===== src/sv/pixel_clip_blend_write_assert.svh =====
// assertion macros for the pixel clip/blend/write block
// included by the rtl files that carry concurrent checks; no other dependencies
`ifndef PIXEL_CLIP_BLEND_WRITE_ASSERT_SVH
`define PIXEL_CLIP_BLEND_WRITE_ASSERT_SVH

`ifndef ASSERT_OFF
// same-cycle implication, disabled while in reset
`define PCBW_ASSERT_IMP(label, clk, rst_n, ante, cons) \
    label: assert property (@(posedge clk) disable iff (!rst_n) (ante) |-> (cons)) \
        else $error("assertion failed: same-cycle implication");
// next-cycle implication, disabled while in reset
`define PCBW_ASSERT_NXT(label, clk, rst_n, ante, cons) \
    label: assert property (@(posedge clk) disable iff (!rst_n) (ante) |=> (cons)) \
        else $error("assertion failed: next-cycle implication");
`else
`define PCBW_ASSERT_IMP(label, clk, rst_n, ante, cons)
`define PCBW_ASSERT_NXT(label, clk, rst_n, ante, cons)
`endif

`endif


===== src/sv/pcbw_pkg.sv =====
// shared types and constants for the pixel clip/blend/write block
// no dependencies
package pcbw_pkg;

    localparam int MAX_DIM    = 4096;
    localparam int DIM_W      = 13;
    localparam int COORD_W    = 14;
    localparam int CHAN_W     = 8;
    localparam int WORD_W     = 32;
    localparam int OFFSET_W   = 24;
    localparam int MODE_W     = 3;
    localparam int APB_DATA_W = 32;
    localparam int APB_ADDR_W = 4;

    typedef enum logic [MODE_W-1:0] {
        MODE_NONE   = 3'd0,
        MODE_ALPHA  = 3'd1,
        MODE_ADD    = 3'd2,
        MODE_MULT   = 3'd3,
        MODE_SCREEN = 3'd4
    } rop_mode_t;

    typedef enum logic [1:0] {
        REG_FRAME_WIDTH  = 2'd0,
        REG_FRAME_HEIGHT = 2'd1,
        REG_ROW_STRIDE   = 2'd2,
        REG_ROP_MODE     = 2'd3
    } reg_index_t;

    localparam logic [DIM_W-1:0]  RST_FRAME_WIDTH  = 13'd640;
    localparam logic [DIM_W-1:0]  RST_FRAME_HEIGHT = 13'd480;
    localparam logic [DIM_W-1:0]  RST_ROW_STRIDE   = 13'd640;
    localparam logic [MODE_W-1:0] RST_ROP_MODE     = MODE_ALPHA;
    localparam logic [CHAN_W-1:0] CHAN_MAX         = 8'hFF;

endpackage


===== src/sv/pcbw_ifs.sv =====
// word channels of the pixel clip/blend/write block: pixel input and write output
// depends on pcbw_pkg
interface pcbw_in_if;
    import pcbw_pkg::*;

    logic                      valid;
    logic                      ready;
    logic signed [COORD_W-1:0] pos_x;
    logic signed [COORD_W-1:0] pos_y;
    logic [CHAN_W-1:0]         src_red;
    logic [CHAN_W-1:0]         src_green;
    logic [CHAN_W-1:0]         src_blue;
    logic [CHAN_W-1:0]         src_alpha;
    logic [WORD_W-1:0]         dest_word;

    modport source (
        output valid, pos_x, pos_y, src_red, src_green, src_blue, src_alpha, dest_word,
        input  ready
    );
    modport sink (
        input  valid, pos_x, pos_y, src_red, src_green, src_blue, src_alpha, dest_word,
        output ready
    );
endinterface

interface pcbw_out_if;
    import pcbw_pkg::*;

    logic                valid;
    logic                ready;
    logic                write_enable;
    logic [OFFSET_W-1:0] word_offset;
    logic [WORD_W-1:0]   pixel_word;

    modport source (
        output valid, write_enable, word_offset, pixel_word,
        input  ready
    );
    modport sink (
        input  valid, write_enable, word_offset, pixel_word,
        output ready
    );
endinterface


===== src/sv/pixel_clip_blend_write.sv =====
// pixel clip/blend/write top level: apb register file, input word register, result register
// depends on pcbw_pkg, pcbw_ifs.sv and pixel_clip_blend_write_assert.svh
//
// usage
//   pix_in carries one pixel word: signed position, source rgba and the destination
//   framebuffer word. pix_out returns one word per input: write_enable, word_offset
//   (row * stride + column, modulo 2^24) and the packed rgba pixel_word.
//   Clipped pixels come out with write_enable, word_offset and pixel_word all zero.
//   The apb port holds frame_width, frame_height, row_stride_words and the raster op
//   mode at byte addresses 0, 4, 8 and 12; write them only while no word is in flight.
//   A word taken at pix_in sits in the input register; the clip, offset multiply and
//   per-channel blend are combinational and land in the result register, which
//   drives pix_out. Throughput is one word per cycle while pix_out is ready, set by
//   the two-entry register pipeline. When pix_out stalls, the input register still
//   takes one more word, then pix_in.ready drops until the result register drains.
//   Reset empties both stages and loads 640 x 480, stride 640, alpha blending.
`include "pixel_clip_blend_write_assert.svh"

module pixel_clip_blend_write (
    input  logic                              clk,
    input  logic                              rst_n,
    pcbw_in_if.sink                           pix_in,
    pcbw_out_if.source                        pix_out,
    input  logic                              psel,
    input  logic                              penable,
    input  logic                              pwrite,
    input  logic [pcbw_pkg::APB_ADDR_W-1:0]   paddr,
    input  logic [pcbw_pkg::APB_DATA_W-1:0]   pwdata,
    output logic [pcbw_pkg::APB_DATA_W-1:0]   prdata,
    output logic                              pready
);
    import pcbw_pkg::*;

    localparam int PROD_W = 2 * CHAN_W;
    localparam int SUM_W  = PROD_W + 1;

    // configuration registers
    logic [DIM_W-1:0]  width_reg;
    logic [DIM_W-1:0]  height_reg;
    logic [DIM_W-1:0]  stride_reg;
    logic [MODE_W-1:0] mode_reg;
    logic              cfg_write;
    reg_index_t        cfg_index;

    // input stage
    logic                      s1_valid_reg;
    logic signed [COORD_W-1:0] s1_x_reg;
    logic signed [COORD_W-1:0] s1_y_reg;
    logic [CHAN_W-1:0]         s1_src_reg [3];
    logic [CHAN_W-1:0]         s1_alpha_reg;
    logic [WORD_W-1:0]         s1_dest_reg;

    // result stage
    logic                out_valid_reg;
    logic                out_we_reg;
    logic [OFFSET_W-1:0] out_offset_reg;
    logic [WORD_W-1:0]   out_pixel_reg;

    logic                out_advance;
    logic                in_take;

    logic [DIM_W-1:0]     lim_width;
    logic [DIM_W-1:0]     lim_height;
    logic [DIM_W-1:0]     lim_stride;
    logic                 in_frame;
    logic [2*DIM_W-1:0]   row_base;
    logic [OFFSET_W-1:0]  offset_next;
    logic [WORD_W-1:0]    pixel_next;
    logic [CHAN_W-1:0]    dest_ch [3];
    logic [CHAN_W-1:0]    alpha_ch [3];
    logic [CHAN_W-1:0]    add_ch [3];
    logic [CHAN_W-1:0]    mult_ch [3];
    logic [SUM_W-1:0]     alpha_sum [3];
    logic [SUM_W-1:0]     add_sum [3];
    logic [CHAN_W-1:0]    alpha_comp;

    // exact floor(v / 255) for v below 65280
    function automatic logic [CHAN_W-1:0] div255(input logic [SUM_W-1:0] v);
        logic [SUM_W-1:0] t;
        t = v + {{(SUM_W-1){1'b0}}, 1'b1} + (v >> CHAN_W);
        return t[CHAN_W +: CHAN_W];
    endfunction

    function automatic logic [DIM_W-1:0] lim_dim(input logic [DIM_W-1:0] v);
        return (v > DIM_W'(MAX_DIM)) ? DIM_W'(MAX_DIM) : v;
    endfunction

    // apb register file
    assign pready    = 1'b1;
    assign cfg_write = psel && penable && pwrite;
    assign cfg_index = reg_index_t'(paddr[3:2]);

    always_ff @(posedge clk or negedge rst_n)
    begin
        if (!rst_n)
        begin
            width_reg  <= RST_FRAME_WIDTH;
            height_reg <= RST_FRAME_HEIGHT;
            stride_reg <= RST_ROW_STRIDE;
            mode_reg   <= RST_ROP_MODE;
        end
        else if (cfg_write)
        begin
            unique case (cfg_index)
                REG_FRAME_WIDTH:  width_reg  <= pwdata[DIM_W-1:0];
                REG_FRAME_HEIGHT: height_reg <= pwdata[DIM_W-1:0];
                REG_ROW_STRIDE:   stride_reg <= pwdata[DIM_W-1:0];
                REG_ROP_MODE:     mode_reg   <= pwdata[MODE_W-1:0];
                default:          ;
            endcase
        end
    end

    always_comb
    begin
        unique case (cfg_index)
            REG_FRAME_WIDTH:  prdata = APB_DATA_W'(width_reg);
            REG_FRAME_HEIGHT: prdata = APB_DATA_W'(height_reg);
            REG_ROW_STRIDE:   prdata = APB_DATA_W'(stride_reg);
            REG_ROP_MODE:     prdata = APB_DATA_W'(mode_reg);
            default:          prdata = '0;
        endcase
    end

    // pipeline flow control
    assign out_advance  = !out_valid_reg || pix_out.ready;
    assign pix_in.ready = !s1_valid_reg || out_advance;
    assign in_take      = pix_in.valid && pix_in.ready;

    always_ff @(posedge clk or negedge rst_n)
    begin
        if (!rst_n)
        begin
            s1_valid_reg  <= 1'b0;
            out_valid_reg <= 1'b0;
        end
        else
        begin
            if (pix_in.ready)
            begin
                s1_valid_reg <= pix_in.valid;
            end
            if (out_advance)
            begin
                out_valid_reg <= s1_valid_reg;
            end
        end
    end

    always_ff @(posedge clk)
    begin
        if (in_take)
        begin
            s1_x_reg      <= pix_in.pos_x;
            s1_y_reg      <= pix_in.pos_y;
            s1_src_reg[0] <= pix_in.src_red;
            s1_src_reg[1] <= pix_in.src_green;
            s1_src_reg[2] <= pix_in.src_blue;
            s1_alpha_reg  <= pix_in.src_alpha;
            s1_dest_reg   <= pix_in.dest_word;
        end
        if (out_advance && s1_valid_reg)
        begin
            out_we_reg     <= in_frame;
            out_offset_reg <= in_frame ? offset_next : '0;
            out_pixel_reg  <= in_frame ? pixel_next : '0;
        end
    end

    // clip and offset
    always_comb
    begin
        lim_width   = lim_dim(width_reg);
        lim_height  = lim_dim(height_reg);
        lim_stride  = lim_dim(stride_reg);
        in_frame    = !s1_x_reg[COORD_W-1] && !s1_y_reg[COORD_W-1]
                      && (s1_x_reg[DIM_W-1:0] < lim_width)
                      && (s1_y_reg[DIM_W-1:0] < lim_height);
        row_base    = s1_y_reg[DIM_W-1:0] * lim_stride;
        offset_next = row_base[OFFSET_W-1:0] + OFFSET_W'(s1_x_reg[DIM_W-1:0]);
    end

    // per-channel blend
    always_comb
    begin
        alpha_comp = CHAN_MAX - s1_alpha_reg;
        for (int i = 0; i < 3; i++)
        begin
            dest_ch[i]   = s1_dest_reg[WORD_W-CHAN_W*(i+1) +: CHAN_W];
            alpha_sum[i] = SUM_W'(PROD_W'(s1_src_reg[i]) * PROD_W'(s1_alpha_reg))
                           + SUM_W'(PROD_W'(dest_ch[i]) * PROD_W'(alpha_comp));
            alpha_ch[i]  = div255(alpha_sum[i]);
            add_sum[i]   = SUM_W'(s1_src_reg[i]) + SUM_W'(dest_ch[i]);
            add_ch[i]    = (add_sum[i] > SUM_W'(CHAN_MAX)) ? CHAN_MAX
                                                           : add_sum[i][CHAN_W-1:0];
            mult_ch[i]   = div255(SUM_W'(PROD_W'(s1_src_reg[i]) * PROD_W'(dest_ch[i])));
        end

        pixel_next = {s1_src_reg[0], s1_src_reg[1], s1_src_reg[2], s1_alpha_reg};
        if (mode_reg != MODE_NONE && s1_alpha_reg != CHAN_MAX)
        begin
            case (rop_mode_t'(mode_reg))
                MODE_ALPHA:
                begin
                    if (s1_alpha_reg == '0)
                    begin
                        pixel_next = s1_dest_reg;
                    end
                    else
                    begin
                        pixel_next = {alpha_ch[0], alpha_ch[1], alpha_ch[2], CHAN_MAX};
                    end
                end
                MODE_ADD:  pixel_next = {add_ch[0], add_ch[1], add_ch[2], CHAN_MAX};
                MODE_MULT: pixel_next = {mult_ch[0], mult_ch[1], mult_ch[2], CHAN_MAX};
                default:   ;
            endcase
        end
    end

    assign pix_out.valid        = out_valid_reg;
    assign pix_out.write_enable = out_we_reg;
    assign pix_out.word_offset  = out_offset_reg;
    assign pix_out.pixel_word   = out_pixel_reg;

    // checks
    `PCBW_ASSERT_IMP(a_clip_zero, clk, rst_n,
        out_valid_reg && !out_we_reg, out_offset_reg == '0 && out_pixel_reg == '0)
    `PCBW_ASSERT_IMP(a_full_stall, clk, rst_n,
        s1_valid_reg && out_valid_reg && !pix_out.ready, !pix_in.ready)
    `PCBW_ASSERT_NXT(a_take_fills, clk, rst_n,
        in_take, s1_valid_reg)
    `PCBW_ASSERT_NXT(a_result_kept, clk, rst_n,
        out_valid_reg && !pix_out.ready, out_valid_reg && $stable(out_pixel_reg))

endmodule


===== src/flat_wrapper.sv =====
// flat-port wrapper written by rule: the top's interface ports become plain ports
module pixel_clip_blend_write_flat import pcbw_pkg::*;
  (clk, rst_n, psel, penable, pwrite, paddr, pwdata, prdata, pready, pix_in_valid, pix_in_pos_x, pix_in_pos_y, pix_in_src_red, pix_in_src_green, pix_in_src_blue, pix_in_src_alpha, pix_in_dest_word, pix_in_ready, pix_out_valid, pix_out_write_enable, pix_out_word_offset, pix_out_pixel_word, pix_out_ready);
  pcbw_in_if pix_in_i ();
  pcbw_out_if pix_out_i ();
  input  logic clk;
  input  logic rst_n;
  input  logic psel;
  input  logic penable;
  input  logic pwrite;
  input  logic [pcbw_pkg::APB_ADDR_W-1:0] paddr;
  input  logic [pcbw_pkg::APB_DATA_W-1:0] pwdata;
  output logic [pcbw_pkg::APB_DATA_W-1:0] prdata;
  output logic pready;
  input wire logic [$bits(pix_in_i.valid)-1:0] pix_in_valid;
  input wire logic [$bits(pix_in_i.pos_x)-1:0] pix_in_pos_x;
  input wire logic [$bits(pix_in_i.pos_y)-1:0] pix_in_pos_y;
  input wire logic [$bits(pix_in_i.src_red)-1:0] pix_in_src_red;
  input wire logic [$bits(pix_in_i.src_green)-1:0] pix_in_src_green;
  input wire logic [$bits(pix_in_i.src_blue)-1:0] pix_in_src_blue;
  input wire logic [$bits(pix_in_i.src_alpha)-1:0] pix_in_src_alpha;
  input wire logic [$bits(pix_in_i.dest_word)-1:0] pix_in_dest_word;
  output wire logic [$bits(pix_in_i.ready)-1:0] pix_in_ready;
  output wire logic [$bits(pix_out_i.valid)-1:0] pix_out_valid;
  output wire logic [$bits(pix_out_i.write_enable)-1:0] pix_out_write_enable;
  output wire logic [$bits(pix_out_i.word_offset)-1:0] pix_out_word_offset;
  output wire logic [$bits(pix_out_i.pixel_word)-1:0] pix_out_pixel_word;
  input wire logic [$bits(pix_out_i.ready)-1:0] pix_out_ready;
  assign pix_in_i.valid = pix_in_valid;
  assign pix_in_i.pos_x = pix_in_pos_x;
  assign pix_in_i.pos_y = pix_in_pos_y;
  assign pix_in_i.src_red = pix_in_src_red;
  assign pix_in_i.src_green = pix_in_src_green;
  assign pix_in_i.src_blue = pix_in_src_blue;
  assign pix_in_i.src_alpha = pix_in_src_alpha;
  assign pix_in_i.dest_word = pix_in_dest_word;
  assign pix_in_ready = pix_in_i.ready;
  assign pix_out_valid = pix_out_i.valid;
  assign pix_out_write_enable = pix_out_i.write_enable;
  assign pix_out_word_offset = pix_out_i.word_offset;
  assign pix_out_pixel_word = pix_out_i.pixel_word;
  assign pix_out_i.ready = pix_out_ready;
  pixel_clip_blend_write u_core (.clk(clk), .rst_n(rst_n), .pix_in(pix_in_i), .pix_out(pix_out_i), .psel(psel), .penable(penable), .pwrite(pwrite), .paddr(paddr), .pwdata(pwdata), .prdata(prdata), .pready(pready));
endmodule

===== config.mk =====
export PLATFORM = sky130hd
export DESIGN_NAME = pixel_clip_blend_write_flat
export DESIGN_NICKNAME = d
export VERILOG_FILES = /design/src/sv/pcbw_pkg.sv /design/src/sv/pcbw_ifs.sv /design/src/sv/pixel_clip_blend_write.sv /design/src/flat_wrapper.sv
export VERILOG_INCLUDE_DIRS = /design/src /design/src/sv
export SDC_FILE = /design/constraint.sdc
export NUM_CORES = 2
export LEC_CHECK = 0
export ABC_CLOCK_PERIOD_IN_PS = 8750
export BUFFER_PORTS_ARGS = -buffer_cell sky130_fd_sc_hd__buf_2
export CAP_MARGIN = 20
export CORE_UTILIZATION = 61
export CTS_BUF_LIST = sky130_fd_sc_hd__clkbuf_16
export CTS_CLUSTER_DIAMETER = 80
export CTS_CLUSTER_SIZE = 25
export DETAILED_ROUTE_END_ITERATION = 8
export GPL_TIMING_DRIVEN = 0
export PLACE_DENSITY = 0.82
export RECOVER_POWER = 100
export SETUP_SLACK_MARGIN = 0.4
export SLEW_MARGIN = 10
export SYNTH_ARGS = -nofsm -noshare
export SYNTH_HDL_FRONTEND = slang
export SYNTH_SLANG_ARGS = --single-unit

===== constraint.sdc =====
create_clock -name clk -period 8.75 [get_ports clk]
set_input_delay 1.3125 -clock clk [delete_from_list [all_inputs] [get_ports clk]]
set_output_delay 1.3125 -clock clk [all_outputs]
set_load 0.005 [all_outputs]

Yosys cells after proc, flatten, opt, wreduce, memory -nomap -nowiden
Memory sizes are Yosys's and may differ from the RTL's.
Index checks and enable logic that the tools add are counted.
{"block": "word_totals", "regBits": 169, "mem_bits_rw": 24, "input_bits": 135, "output_inout_bits": 92, "mem_count": 1}
{"memory": "u_core.s1_src_reg", "depth": 3, "width": 8, "rd": 3, "rd_ports_with_merged_regs": 0, "write_ports": 3, "line_no": "pixel_clip_blend_write.sv:49", "text": "logic [CHAN_W-1:0] s1_src_reg [3];"}
{"block": "classes", "addsub": 20, "multipliers": 10, "n_lt_le_gt_ge": 8, "eq_ne": 7, "mux": 12, "n_reduce_logical": 21}
{"operator": "8-bit by 8-bit multiplier with 16-bit output", "n": 9}
{"operator": "32-bit case mux with 4 select lines", "n": 1}
{"operator": "16-bit by 1-bit adder with 16-bit output (second input constant)", "n": 6}
{"operator": "32-bit case mux with 3 select lines", "n": 1}
{"operator": "32-bit two-way mux", "n": 2}
{"operator": "16-bit by 16-bit adder with 17-bit output", "n": 3}
{"operator": "17-bit by 8-bit > comparator with 1-bit output (second input constant)", "n": 3}
{"operator": "16-bit by 8-bit adder with 16-bit output", "n": 3}
{"operator": "16-bit by 9-bit adder with 16-bit output", "n": 3}
{"operator": "13-bit > comparator (second input constant)", "n": 3}
{"operator": "13-bit two-way mux", "n": 3}
{"operator": "8-bit by 8-bit adder with 9-bit output", "n": 3}
{"operator": "13-bit less-than comparator", "n": 2}
{"operator": "24-bit by 13-bit adder with 24-bit output", "n": 1}
{"operator": "13-bit by 13-bit multiplier with 24-bit output", "n": 1}
{"operator": "8-bit two-way mux", "n": 3}
{"operator": "1-bit logical AND", "n": 8}
{"operator": "8-bit logical NOT", "n": 1}
{"operator": "8-bit inequality test (second input constant)", "n": 1}
{"operator": "2-bit AND reduction", "n": 4}
{"operator": "8-bit subtractor (first input constant)", "n": 1}
{"operator": "3-bit by 2-bit equality test with 1-bit output (second input constant)", "n": 2}
{"operator": "2-bit equality test (second input constant)", "n": 2}
{"operator": "1-bit logical NOT", "n": 4}
{"operator": "6 further kinds", "n": 8}

Logic depth before layout (Yosys ltp)
{"block": "depth", "ltp_word": 8, "mapped_depth": 31, "ltp_nobuf": 30}

Least setup slack after synthesis
No wires, ideal clock.
{"block": "synth_path", "kind": "flip-flop to flip-flop", "startpoint": "register u_core.s1_alpha_reg[1]", "endpoint": "register u_core.out_pixel_reg[28] (netlist: u_core.pix_out.pixel_word[28]) (data pin)", "setup_ns": 0.258, "arrival_ns": 7.265, "setup_slack_ns": 1.227, "stages_incl_launch_ff": 30, "path_buffers": 3, "period_less_slack_ns": 7.523, "cell_sequence": "edfxtp_1 -> clkbuf_1 -> clkbuf_1 -> nand2_1 -> fa_1 -> fa_1 -> fa_1 -> inv_1 -> fa_1 -> fa_1 -> inv_1 -> fa_1 -> inv_1 -> ha_1 -> buf_6 -> and3_4 -> a21o_1 -> a211o_1 -> a41o_2 -> a21o_2 -> a21oi_1 -> xnor2_1 -> ha_1 -> nand2_1 -> nor2_1 -> a21oi_1 -> o311ai_4 -> nand4_1 -> o2111ai_1 -> o221a_2"}
{"block": "synth_between", "elab_chain_len": 8}
{"element": "start: declaration", "line_no": "pixel_clip_blend_write.sv:50", "text": "logic [CHAN_W-1:0] s1_alpha_reg;"}
{"element": "start signal: assignment", "line_no": "pixel_clip_blend_write.sv:159", "text": "s1_alpha_reg <= pix_in.src_alpha;"}
{"element": "8-bit subtractor", "line_no": "pixel_clip_blend_write.sv:186", "text": "alpha_comp = CHAN_MAX - s1_alpha_reg;"}
{"element": "8-bit by 8-bit multiplier with 16-bit output", "line_no": "pixel_clip_blend_write.sv:191", "text": "+ SUM_W'(PROD_W'(dest_ch[i]) * PROD_W'(alpha_comp));"}
{"element": "16-bit by 16-bit adder with 17-bit output", "line_no": "pixel_clip_blend_write.sv:191"}
{"element": "16-bit by 1-bit adder with 16-bit output", "line_no": "pixel_clip_blend_write.sv:80", "text": "t = v + {{(SUM_W-1){1'b0}}, 1'b1} + (v >> CHAN_W);"}
{"element": "16-bit by 9-bit adder with 16-bit output", "line_no": "pixel_clip_blend_write.sv:80"}
{"element": "32-bit two-way mux", "line_no": "pixel_clip_blend_write.sv:205", "text": "if (s1_alpha_reg == '0)"}
{"element": "32-bit case mux with 3 select lines", "line_no": "pixel_clip_blend_write.sv:202", "text": "case (rop_mode_t'(mode_reg))"}
{"element": "32-bit two-way mux (*)", "line_no": "pixel_clip_blend_write.sv:200", "text": "if (mode_reg != MODE_NONE && s1_alpha_reg != CHAN_MAX)"}
{"element": "end signal: assignment", "line_no": "pixel_clip_blend_write.sv:166", "text": "out_pixel_reg <= in_frame ? pixel_next : '0;"}
{"element": "end: declaration", "line_no": "pixel_clip_blend_write.sv:57", "text": "logic [WORD_W-1:0] out_pixel_reg;"}
Every way passes the cells marked *; elsewhere a longest branch is shown, timed or not.
A chain may end at the register's enable or synchronous reset.

Final worst setup path
{"block": "layout_path", "startpoint": "register u_core.s1_alpha_reg[1]", "endpoint": "register u_core.out_pixel_reg[26] (netlist: u_core.pix_out.pixel_word[26]) (data pin)"}
The elaborated chain is that of the path after synthesis.

==> key figures <==
Placed design
  – # port buffers: ~180
  – Inst Count DP: 4971
  – Routability cong.: 1.041
  – Detailed placer's ending HPWL: 86300 µm

Logic synthesis
  – Syn. warnings: 0
  – Synth area leaders: fa_1 (29%), ha_1 (16%), edfxtp_1 (12%), inv_1 (7.7%), and2_1 (4.3%)
  – Syn Inst Count: 3991
  – Top-area cell type share of the netlist area: 0.2873
  – Sequential-to-total area share from yosys stat: 0.1510
  – Mean post-synth cell area: ~9.3 µm²
  – EDFF count, synth: ~150
  – Post-synth ARST share: 0.2280
  – Synth Flop Type: edfxtp_1
  – Post-Syn Area: 0.03700 mm²
  – Largest area contributor in the netlist: fa_1
  – Most frequent cells after synthesis: inv_1 (763), fa_1 (531), ha_1 (472), nand2_1 (390), and2_1 (257)
  – Most numerous cell in the Yosys netlist: inv_1
  – Yosys cell types: 90
  – FF+latch count, synth: 193

Detailed routing
  – DR vias/cell: around 6
  – DR DRC count: 0
  – Vias: a little over 30000
  – DR pass1 iterations: 6
  – Final Routed Wirelength: between 100000 and 150000 µm
  – Routed len/inst: approximately 22 µm
  – 1st-iter DRT viols: just under 3000
  – Routed Antenna Nets: 0

STA
  – Final TNS setup: 0 ns
  – Hold Vio Cnt, Final: 0
  – Setup violators final: 0
  – RSZ-0062 raised after global routing: yes
  – Worst-margin pin slew: roughly 3.6 ns
  – Slew Limit Fails: ~180
  – Peak Freq: 118.7 MHz
  – Crit share post-route: 0.9630
  – Slew HR: -1.426
  – Layout Skew: about 0.042 ns
  – Final min period: ~8.4 ns

GRT
  – First-pass GRT wire length: 168900 µm
  – Overflow after GRT: 0
  – GRT Total Usage: 0.3678
  – Number of global-route vias before repair: 30890
  – M1 GR Usage: 0.4582
  – Initial antenna violation count: 4
  – Met2 Track Usage GR: 0.5797
  – GRT Max-Usage Layer: met2
  – Met3 Usage GRT: 0.09028
  – Largest net degree at the start of global routing: approximately 50

Clock tree
  – Root buffer cell: clkbuf_16
  – Clk_lat worst skew: between 0.5 and 0.6 ns
  – Clock slew at reported path FFs: ~0.10 ns
  – Clk sinks: between 150 and 200
  – CTS Buffer Depth: 2
  – Num CTS Buffers: 17
  – # hold bufs at CTS: 0
  – Htree depth: 4
  – CTS tree: done

Worst setup path
  – Critical path origin: u_core.s1_alpha_reg[1]
  – Reg-to-reg slack, setup: between 0.3 and 0.4 ns
  – CP max-delay cell: clkbuf_1
  – Slowest stage delay, CP: 0.63 ns
  – Crit Path Class: register to register
  – RR Endpoint: u_core.pix_out.pixel_word[26]
  – Cell mode on critical path: fa_1
  – Crit path launch type: register
  – R2R cell count: 31
  – Crit Path Max Fanout: 10
  – CP required: approximately 9.1 ns
  – R2R Path Start: u_core.s1_alpha_reg[1]
  – Critical Path Sink: u_core.pix_out.pixel_word[26]
  – Critical Path End Type: register
  – CP arrival: 8.74 ns

Cells and area
  – Layout cells sized above 1: 0.09724
  – Fin cells: ~5100
  – Layout Nets: about 5400
  – P&R area growth vs syn: 9.057%
  – Layout fillers: approximately 4700
  – Utilization after layout: 0.6785

Run status
  – Failing checks: max-capacitance violations, max-slew violations
  – Outcome: complete, but fails checks

Floorplan
  – Die Wd: 248.3 µm
  – Initial core utilization: 0.6222
  – Core ar.: between 0.05 and 0.06 mm²
  – FP Rows: a little under 90
  – Die ar.: between 0.06 and 0.07 mm²
  – Io pins: 227
  – Die Ht: about 250 µm

Min path
  – Min-delay worst type: register to register

Job
  – # Max-Cap Violations: 4
-- layer usage --
| layer | wire length, µm | part of all wire | up-vias |
|---|---|---|---|
| li1 | - | - | 13290 |
| met1 | 41650 | 0.38 | 14850 |
| met2 | 50260 | 0.45 | 1773 |
| met3 | 11850 | 0.11 | 477 |
| met4 | 7302 | 0.066 | 0 |
| met5 | 0 | 0 | - |
-- layout make-up --
class | instances | area [µm²] | area share
inverters | 765 | 2872 | 0.07117
clock inverters | 15 | 245.2 | 0.006078
flip-flops and latches | 193 | 5587 | 0.1385
repair buffers | 234 | 1224 | 0.03033
clock buffers | 17 | 425.4 | 0.01054
diodes | 6 | 15.01 | 0.0003721
well taps | 773 | 967.2 | 0.02397
plain buffers | 172 | 890.9 | 0.02208
multi-input cells | 2882 | 28120 | 0.6970
-- cell families after synthesis --
logic type	Yosys count	synth area share
AOI/OAI and AO/OA	497	0.08888
xor gates and xnor gates	133	0.03314
adders and majority gates	1003	0.4470
buffers and inverters	937	0.09750
DFF	193	0.1510
muxes	62	0.01972
other	2	0.0002030
and+or+nand+nor	1164	0.1626
-- through the flow --
stage	setup WS (ns)	hold slack (ns)	cell area, µm²
6_report	0.3242	0.5171	40350
5_1_grt	0.1624	0.5511	40330
4_1_cts	0.3883	0.5337	39920
3_5_place_dp	-0.9522	0.4981	39030
3_3_place_gp	-0.9143	0.4616	38960
2_1_floorplan	1.227	0.4490	37080
-- layout by cell type (no fill, tap or decap), types with 23 or more instances in the layout --
| cell type | netlist | routed |
|---|---|---|
| ha_1 | 472 | 468 |
| xnor2_1 | 91 | 85 |
| nor3_1 | 30 | 27 |
| buf_2 | 0 | 126 |
| mux2_2 | 43 | 42 |
| clkbuf_2 | 0 | 52 |
| conb_1 | 2 | 23 |
| buf_4 | 20 | 70 |
| inv_1 | 763 | 764 |
| fa_1 | 531 | 531 |
| nand2b_1 | 65 | 65 |
| xor2_1 | 38 | 35 |
| dfrtp_1 | 35 | 35 |
| o21ai_0 | 109 | 106 |
| and2_1 | 257 | 252 |
| nor2_1 | 116 | 116 |
| a21oi_1 | 140 | 136 |
| nand2_1 | 390 | 390 |
| nand3_1 | 31 | 31 |
| edfxtp_1 | 149 | 149 |
| a21o_1 | 48 | 48 |
| nor2b_1 | 167 | 167 |
| clkbuf_1 | 143 | 139 |
-- repair_timing --
| action | in CTS | in global routing |
|---|---|---|
| setup endpoints to repair | 24 | 26 |
| setup buffers | 6 | 39 |
| hold endpoints to repair | 0 | 0 |
| resized for setup | 69 | 126 |
| pin swaps | 2 | 17 |
-- critical path, delay by kind of cell, from the launching register on --
family,cells,cell delay (ns)
simple gates,5,0.69
fa+ha+maj,8,3.28
compound gates,11,2.30
xor+xnor,1,0.41
flops,1,0.44
buf+inv,6,1.03
-- worst min path at each step --
| stage | startpoint | to | slack, ns | cells after the start |
|---|---|---|---|---|
| 2_1_floorplan | u_core.s1_valid_reg | u_core.pix_out.valid | 0.45 | 1 |
| 4_1_cts | u_core.s1_valid_reg | u_core.pix_out.valid | 0.53 | 1 |
| 6_report | u_core.s1_valid_reg | u_core.pix_out.valid | 0.52 | 1 |
| 3_3_place_gp | u_core.s1_valid_reg | u_core.pix_out.valid | 0.46 | 1 |
| 5_1_grt | u_core.stride_reg[8] | u_core.stride_reg[8] | 0.55 | 1 |
| 3_5_place_dp | u_core.s1_valid_reg | u_core.pix_out.valid | 0.50 | 1 |
Power is not shown: default switching activity piles up to over one toggle a cycle in this logic, so the estimate is an artifact.
